## config.mk

```make
export PLATFORM = sky130hd
export DESIGN_NAME = piezo_pad_hit_detector
export DESIGN_NICKNAME = d
export VERILOG_FILES = /design/src/design/ppd_pkg.sv /design/src/design/piezo_pad_hit_detector.sv /design/src/design/ppd_front.sv /design/src/design/ppd_back.sv
export SDC_FILE = /design/constraint.sdc
export NUM_CORES = 1
export LEC_CHECK = 0
export BUFFER_PORTS_ARGS = -buffer_cell sky130_fd_sc_hd__buf_4
export CORE_MARGIN = 2
export CORE_UTILIZATION = 40
export CTS_BUF_LIST = sky130_fd_sc_hd__clkbuf_4
export CTS_CLUSTER_DIAMETER = 100
export DETAILED_ROUTE_END_ITERATION = 8
export GPL_ROUTABILITY_DRIVEN = 1
export GPL_TIMING_DRIVEN = 0
export SLEW_MARGIN = 25
export SYNTH_ARGS = -nofsm -noshare
export SYNTH_HDL_FRONTEND = slang
export SYNTH_SLANG_ARGS = --single-unit
export TNS_END_PERCENT = 10
```

## constraint.sdc

```tcl
create_clock -name aclk -period 7.63 [get_ports aclk]
set_clock_uncertainty 0.05 [all_clocks]
set_input_delay 0.3815 -clock aclk [delete_from_list [all_inputs] [get_ports aclk]]
set_output_delay 0.3815 -clock aclk [all_outputs]
set_load 0.005 [all_outputs]
```

## src/design/ppd_pkg.sv

```systemverilog
// Shared types, constants and helpers for the piezo pad hit detector.
package ppd_pkg;

    localparam int PADS          = 6;
    localparam int PAD_W         = 3;
    localparam int PAD_IDX_W     = (PADS > 1) ? $clog2(PADS) : 1;
    localparam int SAMPLE_W      = 10;
    localparam int TIME_W        = 32;
    localparam int DEB_W         = 16;
    localparam int NOTE_W        = 7;
    localparam int VEL_W         = 7;
    localparam int TABLE_ENTRIES = 6;
    localparam int TABLE_W       = TABLE_ENTRIES * NOTE_W;

    localparam int CFG_ADDR_W    = 2;
    localparam int CFG_DATA_W    = TABLE_W;

    localparam int S_TDATA_W     = 48;
    localparam int M_TDATA_W     = 16;

    localparam int PROD_W        = SAMPLE_W + VEL_W;
    localparam int DIV_CNT_W     = $clog2(PROD_W);

    localparam int QDEPTH        = 2;
    localparam int QAW           = $clog2(QDEPTH);
    localparam int QCW           = $clog2(QDEPTH + 1);

    localparam logic [VEL_W-1:0]    VEL_MAX        = 7'd127;
    localparam logic [SAMPLE_W-1:0] SENS_RESET     = 10'd120;
    localparam logic [SAMPLE_W-1:0] TRIG_RESET     = 10'd20;
    localparam logic [DEB_W-1:0]    DEBOUNCE_RESET = 16'd50;
    localparam logic [TABLE_W-1:0]  TABLE_RESET    = 42'd2596998882246;

    typedef enum logic [CFG_ADDR_W-1:0] {
        CFG_SENSITIVITY   = 2'd0,
        CFG_TRIGGER_LEVEL = 2'd1,
        CFG_DEBOUNCE      = 2'd2,
        CFG_NOTE_TABLE    = 2'd3
    } cfg_addr_t;

    typedef struct packed {
        logic [SAMPLE_W-1:0] sensitivity;
        logic [SAMPLE_W-1:0] trigger_level;
        logic [DEB_W-1:0]    debounce_ms;
        logic [TABLE_W-1:0]  note_table;
    } cfg_t;

    typedef struct packed {
        logic [PAD_IDX_W-1:0] pad;
        logic [SAMPLE_W-1:0]  sample;
        logic [TIME_W-1:0]    now_ms;
        logic                 hot;
    } item_t;

    function automatic logic [NOTE_W-1:0] note_of(input logic [TABLE_W-1:0] tbl,
                                                  input logic [PAD_IDX_W-1:0] pad);
        logic [NOTE_W-1:0] n;
        n = '0;
        for (int i = 0; i < TABLE_ENTRIES; i++) begin
            if (int'(pad) == i) begin
                n = tbl[i*NOTE_W +: NOTE_W];
            end
        end
        return n;
    endfunction

endpackage

```

## src/design/piezo_pad_hit_detector.sv

```systemverilog
// Top level of the piezo pad hit detector: configuration registers and front/back.
//
//  channel | dir | fields, lowest bit first
//  s_      | in  | tdata: pad[2:0], sample[12:3], now_ms[44:13], zero fill to 48
//  m_      | out | tdata: note[6:0], velocity[13:7], zero fill to 16; tuser: is_note_on;
//          |     | tlast: last
//  cfg_    | in  | cfg_addr: 0 sensitivity, 1 trigger_level, 2 debounce_ms, 3 note_table
//
// A hot sample that updates a pad runs the one-bit-per-cycle restoring divider (17
// steps), then the update state; with no positive span it goes straight to update.
// Quiet or debounced samples end in idle; a release passes the note-on and note-off
// states, each held by result stalls. A two-entry queue lets the front keep taking
// samples meanwhile. Reset is synchronous, active low; clears all pads and output valid.
module piezo_pad_hit_detector (
    input  logic                             aclk,
    input  logic                             aresetn,
    input  logic                             s_tvalid,
    output logic                             s_tready,
    input  logic [ppd_pkg::S_TDATA_W-1:0]    s_tdata,   // pad, sample, now_ms
    output logic                             m_tvalid,
    input  logic                             m_tready,
    output logic [ppd_pkg::M_TDATA_W-1:0]    m_tdata,   // note, velocity
    output logic                             m_tuser,   // is_note_on
    output logic                             m_tlast,
    input  logic                             cfg_we,
    input  logic [ppd_pkg::CFG_ADDR_W-1:0]   cfg_addr,
    input  logic [ppd_pkg::CFG_DATA_W-1:0]   cfg_wdata
);

    ppd_pkg::cfg_t  cfg_reg;
    logic           q_valid;
    logic           q_ready;
    ppd_pkg::item_t q_item;

    always_ff @(posedge aclk) begin
        if (!aresetn) begin
            cfg_reg.sensitivity   <= ppd_pkg::SENS_RESET;
            cfg_reg.trigger_level <= ppd_pkg::TRIG_RESET;
            cfg_reg.debounce_ms   <= ppd_pkg::DEBOUNCE_RESET;
            cfg_reg.note_table    <= ppd_pkg::TABLE_RESET;
        end else if (cfg_we) begin
            case (ppd_pkg::cfg_addr_t'(cfg_addr))
                ppd_pkg::CFG_SENSITIVITY: begin
                    cfg_reg.sensitivity <= cfg_wdata[ppd_pkg::SAMPLE_W-1:0];
                end
                ppd_pkg::CFG_TRIGGER_LEVEL: begin
                    cfg_reg.trigger_level <= cfg_wdata[ppd_pkg::SAMPLE_W-1:0];
                end
                ppd_pkg::CFG_DEBOUNCE: begin
                    cfg_reg.debounce_ms <= cfg_wdata[ppd_pkg::DEB_W-1:0];
                end
                ppd_pkg::CFG_NOTE_TABLE: begin
                    cfg_reg.note_table <= cfg_wdata[ppd_pkg::TABLE_W-1:0];
                end
                default: begin
                    cfg_reg <= cfg_reg;
                end
            endcase
        end
    end

    ppd_front u_front (
        .aclk     (aclk),
        .aresetn  (aresetn),
        .s_tvalid (s_tvalid),
        .s_tready (s_tready),
        .s_tdata  (s_tdata),
        .cfg      (cfg_reg),
        .q_valid  (q_valid),
        .q_ready  (q_ready),
        .q_item   (q_item)
    );

    ppd_back u_back (
        .aclk     (aclk),
        .aresetn  (aresetn),
        .cfg      (cfg_reg),
        .q_valid  (q_valid),
        .q_ready  (q_ready),
        .q_item   (q_item),
        .m_tvalid (m_tvalid),
        .m_tready (m_tready),
        .m_tdata  (m_tdata),
        .m_tuser  (m_tuser),
        .m_tlast  (m_tlast)
    );

endmodule

```

## src/design/ppd_front.sv

```systemverilog
// Front end: accepts samples, drops bad pad indexes, classifies and queues them.
module ppd_front (
    input  logic                           aclk,
    input  logic                           aresetn,
    input  logic                           s_tvalid,
    output logic                           s_tready,
    input  logic [ppd_pkg::S_TDATA_W-1:0]  s_tdata,
    input  ppd_pkg::cfg_t                  cfg,
    output logic                           q_valid,
    input  logic                           q_ready,
    output ppd_pkg::item_t                 q_item
);

    logic [ppd_pkg::PAD_W-1:0]    pad_in;
    logic [ppd_pkg::SAMPLE_W-1:0] sample_in;
    logic [ppd_pkg::TIME_W-1:0]   now_in;
    logic                         pad_ok;
    logic                         push;
    logic                         pop;
    ppd_pkg::item_t               item_in;

    ppd_pkg::item_t               mem_reg [ppd_pkg::QDEPTH];
    logic [ppd_pkg::QAW-1:0]      wr_ptr_reg, wr_ptr_next;
    logic [ppd_pkg::QAW-1:0]      rd_ptr_reg, rd_ptr_next;
    logic [ppd_pkg::QCW-1:0]      count_reg, count_next;

    assign pad_in    = s_tdata[ppd_pkg::PAD_W-1:0];
    assign sample_in = s_tdata[ppd_pkg::PAD_W +: ppd_pkg::SAMPLE_W];
    assign now_in    = s_tdata[ppd_pkg::PAD_W + ppd_pkg::SAMPLE_W +: ppd_pkg::TIME_W];

    always_comb begin
        pad_ok         = (int'(pad_in) < ppd_pkg::PADS);
        item_in.pad    = ppd_pkg::PAD_IDX_W'(pad_in);
        item_in.sample = sample_in;
        item_in.now_ms = now_in;
        item_in.hot    = (sample_in >= cfg.trigger_level);
    end

    assign s_tready = (count_reg != ppd_pkg::QCW'(ppd_pkg::QDEPTH));
    assign q_valid  = (count_reg != '0);
    assign q_item   = mem_reg[rd_ptr_reg];
    assign push     = s_tvalid && s_tready && pad_ok;
    assign pop      = q_valid && q_ready;

    always_comb begin
        wr_ptr_next = wr_ptr_reg;
        rd_ptr_next = rd_ptr_reg;
        count_next  = count_reg;
        if (push) begin
            wr_ptr_next = (wr_ptr_reg == ppd_pkg::QAW'(ppd_pkg::QDEPTH - 1)) ? '0
                        : wr_ptr_reg + 1'b1;
        end
        if (pop) begin
            rd_ptr_next = (rd_ptr_reg == ppd_pkg::QAW'(ppd_pkg::QDEPTH - 1)) ? '0
                        : rd_ptr_reg + 1'b1;
        end
        if (push && !pop) begin
            count_next = count_reg + 1'b1;
        end else if (pop && !push) begin
            count_next = count_reg - 1'b1;
        end
    end

    always_ff @(posedge aclk) begin
        if (!aresetn) begin
            wr_ptr_reg <= '0;
            rd_ptr_reg <= '0;
            count_reg  <= '0;
        end else begin
            wr_ptr_reg <= wr_ptr_next;
            rd_ptr_reg <= rd_ptr_next;
            count_reg  <= count_next;
        end
    end

    always_ff @(posedge aclk) begin
        if (push) begin
            mem_reg[wr_ptr_reg] <= item_in;
        end
    end

endmodule

```

## src/design/ppd_back.sv

```systemverilog
// Back end: per-pad hit state, serial velocity divider and note message output.
module ppd_back (
    input  logic                           aclk,
    input  logic                           aresetn,
    input  ppd_pkg::cfg_t                  cfg,
    input  logic                           q_valid,
    output logic                           q_ready,
    input  ppd_pkg::item_t                 q_item,
    output logic                           m_tvalid,
    input  logic                           m_tready,
    output logic [ppd_pkg::M_TDATA_W-1:0]  m_tdata,
    output logic                           m_tuser,
    output logic                           m_tlast
);

    typedef enum logic [4:0] {
        ST_IDLE = 5'b00001,
        ST_DIV  = 5'b00010,
        ST_UPD  = 5'b00100,
        ST_ON   = 5'b01000,
        ST_OFF  = 5'b10000
    } state_t;

    state_t                          state_reg, state_next;
    logic [ppd_pkg::PAD_IDX_W-1:0]   pad_reg, pad_next;
    logic [ppd_pkg::TIME_W-1:0]      now_reg, now_next;
    logic [ppd_pkg::PROD_W-1:0]      dvd_reg, dvd_next;
    logic [ppd_pkg::SAMPLE_W-1:0]    rem_reg, rem_next;
    logic [ppd_pkg::PROD_W-1:0]      quo_reg, quo_next;
    logic [ppd_pkg::SAMPLE_W-1:0]    span_reg, span_next;
    logic [ppd_pkg::DIV_CNT_W-1:0]   cnt_reg, cnt_next;

    logic                            active_reg [ppd_pkg::PADS];
    logic [ppd_pkg::VEL_W-1:0]       peak_reg   [ppd_pkg::PADS];
    logic [ppd_pkg::TIME_W-1:0]      rel_reg    [ppd_pkg::PADS];

    logic                            m_valid_reg, m_valid_next;
    logic                            m_on_reg, m_on_next;
    logic [ppd_pkg::NOTE_W-1:0]      m_note_reg, m_note_next;
    logic [ppd_pkg::VEL_W-1:0]       m_vel_reg, m_vel_next;
    logic                            m_last_reg, m_last_next;

    logic                            q_active;
    logic [ppd_pkg::TIME_W-1:0]      since;
    logic                            deb_ok;
    logic                            span_pos;
    logic [ppd_pkg::SAMPLE_W-1:0]    span;
    logic [ppd_pkg::PROD_W-1:0]      prod;
    logic [ppd_pkg::SAMPLE_W:0]      rem_sh;
    logic [ppd_pkg::VEL_W-1:0]       vel_new;
    logic                            out_free;
    logic                            do_upd;
    logic                            do_clear;

    assign q_ready  = (state_reg == ST_IDLE);
    assign out_free = !m_valid_reg || m_tready;

    always_comb begin
        q_active = active_reg[q_item.pad];
        since    = q_item.now_ms - rel_reg[q_item.pad];
        deb_ok   = (since >= ppd_pkg::TIME_W'(cfg.debounce_ms));
        span_pos = (cfg.sensitivity > cfg.trigger_level);
        span     = cfg.sensitivity - cfg.trigger_level;
        prod     = (ppd_pkg::PROD_W'(q_item.sample) << ppd_pkg::VEL_W)
                 - ppd_pkg::PROD_W'(q_item.sample);
        rem_sh   = {rem_reg, dvd_reg[ppd_pkg::PROD_W-1]};
        vel_new  = (quo_reg > ppd_pkg::PROD_W'(ppd_pkg::VEL_MAX)) ? ppd_pkg::VEL_MAX
                 : quo_reg[ppd_pkg::VEL_W-1:0];
    end

    always_comb begin
        state_next   = state_reg;
        pad_next     = pad_reg;
        now_next     = now_reg;
        dvd_next     = dvd_reg;
        rem_next     = rem_reg;
        quo_next     = quo_reg;
        span_next    = span_reg;
        cnt_next     = cnt_reg;
        m_valid_next = m_valid_reg && !m_tready;
        m_on_next    = m_on_reg;
        m_note_next  = m_note_reg;
        m_vel_next   = m_vel_reg;
        m_last_next  = m_last_reg;
        do_upd       = 1'b0;
        do_clear     = 1'b0;
        case (state_reg)
            ST_IDLE: begin
                if (q_valid) begin
                    pad_next = q_item.pad;
                    now_next = q_item.now_ms;
                    if (q_item.hot) begin
                        if (q_active || deb_ok) begin
                            if (span_pos) begin
                                dvd_next   = prod;
                                rem_next   = '0;
                                quo_next   = '0;
                                span_next  = span;
                                cnt_next   = ppd_pkg::DIV_CNT_W'(ppd_pkg::PROD_W - 1);
                                state_next = ST_DIV;
                            end else begin
                                quo_next   = ppd_pkg::PROD_W'(ppd_pkg::VEL_MAX);
                                state_next = ST_UPD;
                            end
                        end
                    end else if (q_active) begin
                        state_next = ST_ON;
                    end
                end
            end
            ST_DIV: begin
                dvd_next = dvd_reg << 1;
                if (rem_sh >= {1'b0, span_reg}) begin
                    rem_next = ppd_pkg::SAMPLE_W'(rem_sh - {1'b0, span_reg});
                    quo_next = {quo_reg[ppd_pkg::PROD_W-2:0], 1'b1};
                end else begin
                    rem_next = rem_sh[ppd_pkg::SAMPLE_W-1:0];
                    quo_next = {quo_reg[ppd_pkg::PROD_W-2:0], 1'b0};
                end
                cnt_next = cnt_reg - 1'b1;
                if (cnt_reg == '0) begin
                    state_next = ST_UPD;
                end
            end
            ST_UPD: begin
                do_upd     = 1'b1;
                state_next = ST_IDLE;
            end
            ST_ON: begin
                if (out_free) begin
                    m_valid_next = 1'b1;
                    m_on_next    = 1'b1;
                    m_note_next  = ppd_pkg::note_of(cfg.note_table, pad_reg);
                    m_vel_next   = peak_reg[pad_reg];
                    m_last_next  = 1'b0;
                    state_next   = ST_OFF;
                end
            end
            ST_OFF: begin
                if (out_free) begin
                    m_valid_next = 1'b1;
                    m_on_next    = 1'b0;
                    m_vel_next   = '0;
                    m_last_next  = 1'b1;
                    do_clear     = 1'b1;
                    state_next   = ST_IDLE;
                end
            end
            default: begin
                state_next = ST_IDLE;
            end
        endcase
    end

    always_ff @(posedge aclk) begin
        if (!aresetn) begin
            state_reg   <= ST_IDLE;
            m_valid_reg <= 1'b0;
        end else begin
            state_reg   <= state_next;
            m_valid_reg <= m_valid_next;
        end
    end

    always_ff @(posedge aclk) begin
        pad_reg    <= pad_next;
        now_reg    <= now_next;
        dvd_reg    <= dvd_next;
        rem_reg    <= rem_next;
        quo_reg    <= quo_next;
        span_reg   <= span_next;
        cnt_reg    <= cnt_next;
        m_on_reg   <= m_on_next;
        m_note_reg <= m_note_next;
        m_vel_reg  <= m_vel_next;
        m_last_reg <= m_last_next;
    end

    always_ff @(posedge aclk) begin
        if (!aresetn) begin
            for (int i = 0; i < ppd_pkg::PADS; i++) begin
                active_reg[i] <= 1'b0;
                peak_reg[i]   <= '0;
                rel_reg[i]    <= '0;
            end
        end else begin
            for (int i = 0; i < ppd_pkg::PADS; i++) begin
                if (int'(pad_reg) == i) begin
                    if (do_upd) begin
                        active_reg[i] <= 1'b1;
                        if (vel_new > peak_reg[i]) begin
                            peak_reg[i] <= vel_new;
                        end
                    end
                    if (do_clear) begin
                        active_reg[i] <= 1'b0;
                        peak_reg[i]   <= '0;
                        rel_reg[i]    <= now_reg;
                    end
                end
            end
        end
    end

    assign m_tvalid = m_valid_reg;
    assign m_tuser  = m_on_reg;
    assign m_tlast  = m_last_reg;
    assign m_tdata  = ppd_pkg::M_TDATA_W'({m_vel_reg, m_note_reg});

endmodule

```

==> results of run 1 <==
==> layout by cell type (no fill, tap or decap), types with 8 or more instances in the layout <==
| cell | synthesis | layout |
|---|---|---|
| inv_2 | 1 | 9 |
| xnor2_1 | 26 | 26 |
| o21a_1 | 34 | 34 |
| nor2b_1 | 22 | 21 |
| clkinv_1 | 1 | 22 |
| nand2_1 | 412 | 412 |
| nand2b_1 | 25 | 25 |
| ha_1 | 125 | 125 |
| clkbuf_1 | 99 | 95 |
| nand4_1 | 19 | 19 |
| clkbuf_4 | 0 | 210 |
| mux2_2 | 35 | 35 |
| dfxtp_1 | 97 | 97 |
| a211oi_1 | 17 | 17 |
| inv_1 | 115 | 111 |
| buf_16 | 0 | 8 |
| and3_1 | 33 | 33 |
| a21oi_1 | 183 | 183 |
| xor2_1 | 25 | 25 |
| nor2_1 | 176 | 175 |
| nand3_1 | 42 | 42 |
| nor3_1 | 23 | 23 |
| dlygate4sd3_1 | 0 | 96 |
| and2_1 | 210 | 209 |
| buf_4 | 3 | 112 |
| o211ai_1 | 13 | 13 |
| o21ai_0 | 74 | 71 |
| mux4_2 | 10 | 10 |
| edfxtp_1 | 437 | 437 |
| mux2i_1 | 51 | 51 |
| a31oi_1 | 36 | 36 |
| a21o_1 | 19 | 19 |
==> cells in the mapped netlist (26+ instances only) <==
library cell,number,area share (%)
and2_1,210,5.0
ha_1,125,5.9
mux2i_1,51,1.9
a31oi_1,36,0.85
o21a_1,34,0.96
a21oi_1,183,3.5
nand2_1,412,5.8
dfxtp_1,97,7.3
nor2_1,176,2.5
nand3_1,42,0.79
clkbuf_1,99,1.4
xnor2_1,26,0.86
edfxtp_1,437,50
and3_1,33,0.78
inv_1,115,1.6
o21ai_0,74,1.4
mux2_2,35,1.5
==> layer usage <==
layer / part of all wire, % / global-route usage (%)
met4: 2.8 / 7.844
met3: 6.3 / 4.733
met1: 43 / 28.57
met2: 47 / 35.73
met5: 0 / 0
==> report_power, final <==
| group | internal [µW] | switching [µW] |
|---|---|---|
| clock | 1390 | 1190 |
| combinational | 1240 | 2070 |
| sequential | 3620 | 241 |
==> area by class of cell <==
class | instances | share of cell area, %
multi-input cells | 1703 | 33.59
clock buffers | 210 | 4.979
inverters | 117 | 1.387
plain buffers | 113 | 1.407
repair buffers | 222 | 6.758
well taps | 864 | 3.414
clock inverters | 38 | 0.8457
diodes | 5 | 0.03952
flip-flops and latches | 534 | 47.58
==> final timing paths <==
path              slack [ns]        start                      to  depth (start not counted)
setup / recovery        0.46     register       u_back.cnt_reg[0]                         22
hold / removal          0.09  s_tdata[34]  u_front.mem_reg[0][22]                          2
setup reg to reg        0.46     register       u_back.cnt_reg[0]                         22
hold reg to reg         0.41  cfg_reg[56]             cfg_reg[56]                          2
==> worst reg2reg max path, delay by kind of cell (launching register included) <==
kind,cells,cell delay [ns]
muxes,1,0.47
buffers and inverters,4,1.25
xor gates and xnor gates,1,0.22
adders and majority gates,3,1.02
DFF,1,0.31
AOI/OAI and AO/OA,8,2.02
and+or+nand+nor,5,1.58
==> per-stage QoR <==
| step | instance area (µm²) | TNS, ns | util (%) | worst slack, ns |
|---|---|---|---|---|
| 2_1_floorplan | 26490 | 0 | - | 0.8235 |
| 3_3_place_gp | 28390 | -58.80 | 43.26 | -1.732 |
| 3_5_place_dp | 28830 | -1.705 | 43.93 | -0.06887 |
| 4_1_cts | 31640 | 0 | 48.21 | 0.1042 |
| 5_1_grt | 31660 | 0 | 48.24 | 0.04166 |
| 6_report | 31660 | 0 | 48.24 | 0.4627 |
==> cell families after synthesis <==
kind of cell | Yosys count | share of synthesized area, %
and+or+nand+nor | 1005 | 18.12
DFF | 534 | 56.87
AOI/OAI and AO/OA | 419 | 9.466
buffers and inverters | 230 | 3.311
adders and majority gates | 128 | 6.131
muxes | 98 | 4.402
xor gates and xnor gates | 51 | 1.686
other | 1 | 0.01416
==> what timing repair did <==
action,in CTS,in global routing
endpoints found under the hold margin,181,0
buffers inserted,0,0
setup endpoints to repair,32,58
hold buffers,96,0
resized for setup,1,9
cloned,0,0
==> results by group, run 1 <==
Outcome
  – Status: complete, no violations

GRT
  – Largest net degree at the start of global routing: 37
  – Total track usage: 21.82%
  – Antenna violations before repair: 2
  – Vias in the first global route: 20114
  – First-pass GRT wire length: 112.6 mm
  – Remaining global-route overflow: 0

Critical path
  – CP max stage cell: nor4_4
  – Crit path buf inv count: 4
  – Crit start category: register
  – Worst Path Required: 8.30 ns
  – Top delay family on crit path: compound AO/OA/AOI/OAI gates
  – Arrival time at the worst endpoint: 7.84 ns
  – Crit-path max FO: 22
  – Crit path kind: register to register
  – Crit-path max cell delay: 0.59 ns
  – Crit. End Element: register
  – Most used cell, CP: o21ai_0
  – Ordered list of cells on the worst path: buf_4 > mux2i_1 > clkbuf_2 > clkbuf_1 > o21ai_0 > ha_1 > fa_1 > nand2b_1 > a21oi_1 > o21ai_0 > nand2_1 > xor2_1 > ha_1 > nor2b_1 > o21ai_0 > o211ai_1 > a2111oi_2 > o2111ai_1 > or4_4 > nor4_4 > o21ai_4 > buf_16

Place
  – Estimated wirelength of the detail-placed design: 53.48 mm
  – Routability cong.: 0.9200
  – Port-buffer cells: 109
  – Placed insts: 3457

Drt
  – DRT Pass-1 Iters: 5
  – DR DRC count: 0
  – ANT nets after route: 0
  – Vias: 19938
  – WL/cell: 19.31 µm
  – Routed WL: 73.48 mm
  – Iter 0 DRT Violations: 1560
  – Via density: 5.239

Power
  – Pwr dens: 308.1 nW/µm²
  – Total Power: 9755 µW
  – Peak supply drop: 0.0001316 V
  – Leakage: 0.01239 µW

Timing
  – Fin. max-slew vios: 0
  – Slew HR: 32.93%
  – Fin Hold WS: 0.09430 ns
  – Min cycle time layout: 7.167 ns
  – Finish-stage setup viols: 0
  – Final Hold Fails: 0
  – Worst-margin pin slew: 0.9984 ns
  – Maximum operating frequency: 139.5 MHz
  – Fin crit share: 93.94%
  – RSZ-0062 raised after global routing: false

Hold path
  – Min-delay worst type: input pin to register

Synthesis
  – Syn Area/Cell: 10.74 µm²
  – Yosys cell types: 68
  – Synthesized flop and latch total: 534
  – Synthesized area: 26490 µm²
  – Sequential fraction of the synthesis area: 56.87%
  – Asr flop ratio synth: 0%
  – Post-Syn Instances: 2466
  – Top_reg_cell synth: edfxtp_1
  – Post-synth EDFFs: 437
  – Synth warn: 0

Floorplan
  – Ports: 117
  – Core area: 65630 µm²
  – Die width: 261.3 µm
  – Starting Density: 40.36%
  – DIE HEIGHT: 261.3 µm
  – Row cnt: 94
  – Die area: 68300 µm²

CTS
  – # clock sinks: 534
  – H-tree depth: 4
  – Total CTS buffers: 140
  – CTS clk-pin slew, worst paths: 0.06 ns
  – Clock latency on the worst-skew pair: 0.98 ns
  – CTS max path bufs: 3
  – CTS tree: yes
  – CTS root buf: clkbuf_4

Finish
  – Non-Filler Instances: 3806
  – Layout net count: 3056
  – Max FFs per register: 192
  – FF/Latch Area: 15060 µm²
  – Multi-input gate area in the final layout: 10640 µm²
  – Share of cells above drive strength 1: 15.05%
  – Fillers: 6045
  – P&R area growth vs syn: 19.53%

Run
  – # Max-Cap Violations: 0
No activity file was read; power rests on OpenSTA's default activity.
==> inputs of run 2 (changes only) <==
--- a/config.mk
+++ b/config.mk
@@ -7,7 +7,7 @@
 export LEC_CHECK = 0
 export BUFFER_PORTS_ARGS = -buffer_cell sky130_fd_sc_hd__buf_4
 export CORE_MARGIN = 2
-export CORE_UTILIZATION = 40
+export CORE_UTILIZATION = 45
 export CTS_BUF_LIST = sky130_fd_sc_hd__clkbuf_4
 export CTS_CLUSTER_DIAMETER = 100
 export DETAILED_ROUTE_END_ITERATION = 8
==> constraint.sdc (replaced) <==
create_clock -name aclk -period 8.2 [get_ports aclk]
set_clock_uncertainty 0.05 [all_clocks]
set_input_delay 0.41 -clock aclk [delete_from_list [all_inputs] [get_ports aclk]]
set_output_delay 0.41 -clock aclk [all_outputs]
set_load 0.005 [all_outputs]
==> results by group, run 2 (synthesized netlist as in run 1, its figures left out) <==
GRT
  – Antenna violations before repair: 6 (+4)
  – First-pass GRT wire length: 112.0 mm (-0.56%)
  – Total track usage: 24.58% (+2.8 points)
  – Vias in the first global route: 19936 (-0.88%)
  – Remaining global-route overflow: 0 (unchanged)
  – Largest net degree at the start of global routing: 32 (-14%)

Floorplan
  – Core area: 57920 µm² (-12%)
  – Die width: 246.6 µm (-5.6%)
  – Starting Density: 45.74% (+5.4 points)
  – Ports: 117 (unchanged)
  – DIE HEIGHT: 246.6 µm (-5.6%)
  – Die area: 60820 µm² (-11%)
  – Row cnt: 88 (-6.4%)

Finish
  – P&R area growth vs syn: 18.73%
  – Commonest non-fill, non-tap cell in the layout: edfxtp_1
  – Finished Cell Area: 31450 µm² (-0.67%)
  – Share of cells above drive strength 1: 14.65% (-0.40 points)
  – Final core occ: 54.30% (+6.1 points)
  – Fillers: 5173 (-14%)
  – Layout net count: 3058 (+0.065%)
  – Leading cell types in the layout, fill and taps excluded: edfxtp_1, nand2_1, clkbuf_4, and2_1, a21oi_1
  – Max FFs per register: 192 (unchanged)

Critical path
  – Worst Path Required: 8.85 ns (+0.55 ns)
  – Crit Reg-Reg Endpoint: u_back.rem_reg[2]
  – Arrival time at the worst endpoint: 8.40 ns (+0.56 ns)
  – Crit. End Element: register
  – Crit path kind: register to register
  – FF-to-FF path depth: 24 (+9.1%)
  – Crit-path max FO: 17 (-23%)
  – R2R Setup Slk: 0.45 ns (about the same)
  – Crit start category: register

CTS
  – # clock sinks: 534 (unchanged)
  – Clock latency on the worst-skew pair: 0.98 ns (about the same)
  – CTS root buf: clkbuf_4
  – Post-cts resize count: 0 (-1)
  – H-tree depth: 4 (unchanged)
  – CTS clk-pin slew, worst paths: 0.07 ns (about the same)
  – Total CTS buffers: 141 (+0.71%)
  – CTS max path bufs: 3 (unchanged)
  – CTS tree: yes

Drt
  – Via density: 5.380 (+2.7%)
  – ANT nets after route: 0 (unchanged)
  – DR DRC count: 0 (unchanged)
  – Iter 0 DRT Violations: 1704 (+9.2%)
  – DRT Pass-1 Iters: 6 (+1)
  – Routed WL: 73.00 mm (-0.65%)
  – WL/cell: 19.70 µm (+2.1%)
  – Vias: 19934 (-0.020%)

Power
  – Peak supply drop: 0.0002011 V (+53%)
  – Total Power: 8992 µW (-7.8%)
  – Leakage: 0.01234 µW (-0.43%)
  – Pwr dens: 285.9 nW/µm² (-7.2%)

Hold path
  – WHS Path Cells: 2 (unchanged)
  – Min-delay worst type: input pin to register
  – Hold Path Sink: u_front.mem_reg[1][20]
  – Hold path start: s_tdata[32]

Timing
  – Maximum operating frequency: 129.0 MHz (-7.5%)
  – RSZ-0062 raised after global routing: false
  – Finish-stage setup viols: 0 (unchanged)
  – Min cycle time layout: 7.752 ns (+0.5844 ns)
  – Slew HR: 24.77% (-8.2 points)
  – Final Hold Fails: 0 (unchanged)
  – Fin. max-slew vios: 0 (unchanged)
  – Final WS setup: 0.4484 ns (-0.01436 ns)
  – Fin crit share: 94.53% (+0.60 points)
  – Worst-margin pin slew: 1.120 ns (+0.1215 ns)

Outcome
  – Status: complete, no violations

Place
  – Port-buffer cells: 109 (unchanged)
  – DP Worst Slack: 0.5199 ns (+0.5888 ns)
  – Estimated wirelength of the detail-placed design: 53.28 mm (-0.38%)
  – Routability cong.: 0.8985 (-2.3%)
  – Post-DP Area: 28720 µm² (-0.40%)

Run
  – # Max-Cap Violations: 0 (unchanged)
[run 2: cell types whose count changed in the layout (fill, tap and decap cells not counted), sizes merged]
cell / change
buf: +2
inv: -1
clkinv: +1
clkbuf: -1
dlygate4sd3: +1
bufinv: -3
clkinvlp: -1
[run 2: layout make-up]
type | instances | area [µm²] | area share, %
clock inverters | 34 | 161.4 | 0.5132
well taps | 765 | 957.2 | 3.043
repair buffers | 223 | 2157 | 6.859
inverters | 117 | 439.2 | 1.396
multi-input cells | 1703 | 10640 | 33.82
diodes | 5 | 12.51 | 0.03978
clock buffers | 211 | 1584 | 5.037
plain buffers | 113 | 439.2 | 1.396
flip-flops and latches | 534 | 15060 | 47.90
[run 2: timing repair]
action                    4_1_cts  5_1_grt
hold buffers                   97        0
hold endpoints to repair      174        0
setup buffers                   0        0
[run 2: worst max path at each step]
stage	to	cells past startpoint
global placement	u_back.rem_reg[1]	23
global route	u_back.rem_reg[5]	25
finish	u_back.rem_reg[2]	24
CTS	u_back.rem_reg[5]	24
detailed placement	u_back.rem_reg[3]	24
floorplan	u_back.cnt_reg[0]	24
[run 2: report_power, final]
| part | leakage, µW | total (µW) | internal [µW] | switching (µW) |
|---|---|---|---|---|
| Clock | 0.00105 | 2310 | 1200 | 1110 |
| Combinational | 0.00620 | 3090 | 1150 | 1930 |
| Sequential | 0.00509 | 3600 | 3360 | 233 |
[run 2: through the flow]
stage          std cells  hold WS [ns]  TNS, ns
6_report            3705        0.1277        0
5_1_grt             3705       0.05329        0
4_1_cts             3700      0.001978        0
3_5_place_dp        3358        0.3976        0
3_3_place_gp        3341        0.3907   -35.38
2_1_floorplan       2467        0.3793        0
[run 2: metal layers]
layer  GRT usage, %  part of all wire [%]  up-vias
met5              0                 0.018        -
met4          8.753                   3.0        2
met3          5.817                   7.2      147
met2          38.48                    46      694
met1          33.36                    44     9552
li1               -                     -     9539
[run 2: critical path, cell delays in order, from the launching register on]
cell and delay (ns):
dfxtp_1 0.30, buf_4 0.17, mux2i_4 0.23, inv_2 0.19, clkbuf_1 0.44, buf_1 0.52
mux2i_1 0.15, o21ai_0 0.78, ha_1 0.34, fa_1 0.21, nand2b_1 0.14, a21oi_1 0.11
o21ai_0 0.54, nand2_1 0.14, xor2_1 0.18, ha_1 0.29, nor2b_1 0.13, o21ai_0 0.24
o211ai_1 0.15, a2111oi_2 0.31, o2111ai_1 0.17, or4_4 0.56, nor4_4 0.58, o21ai_4 0.30
buf_16 0.25
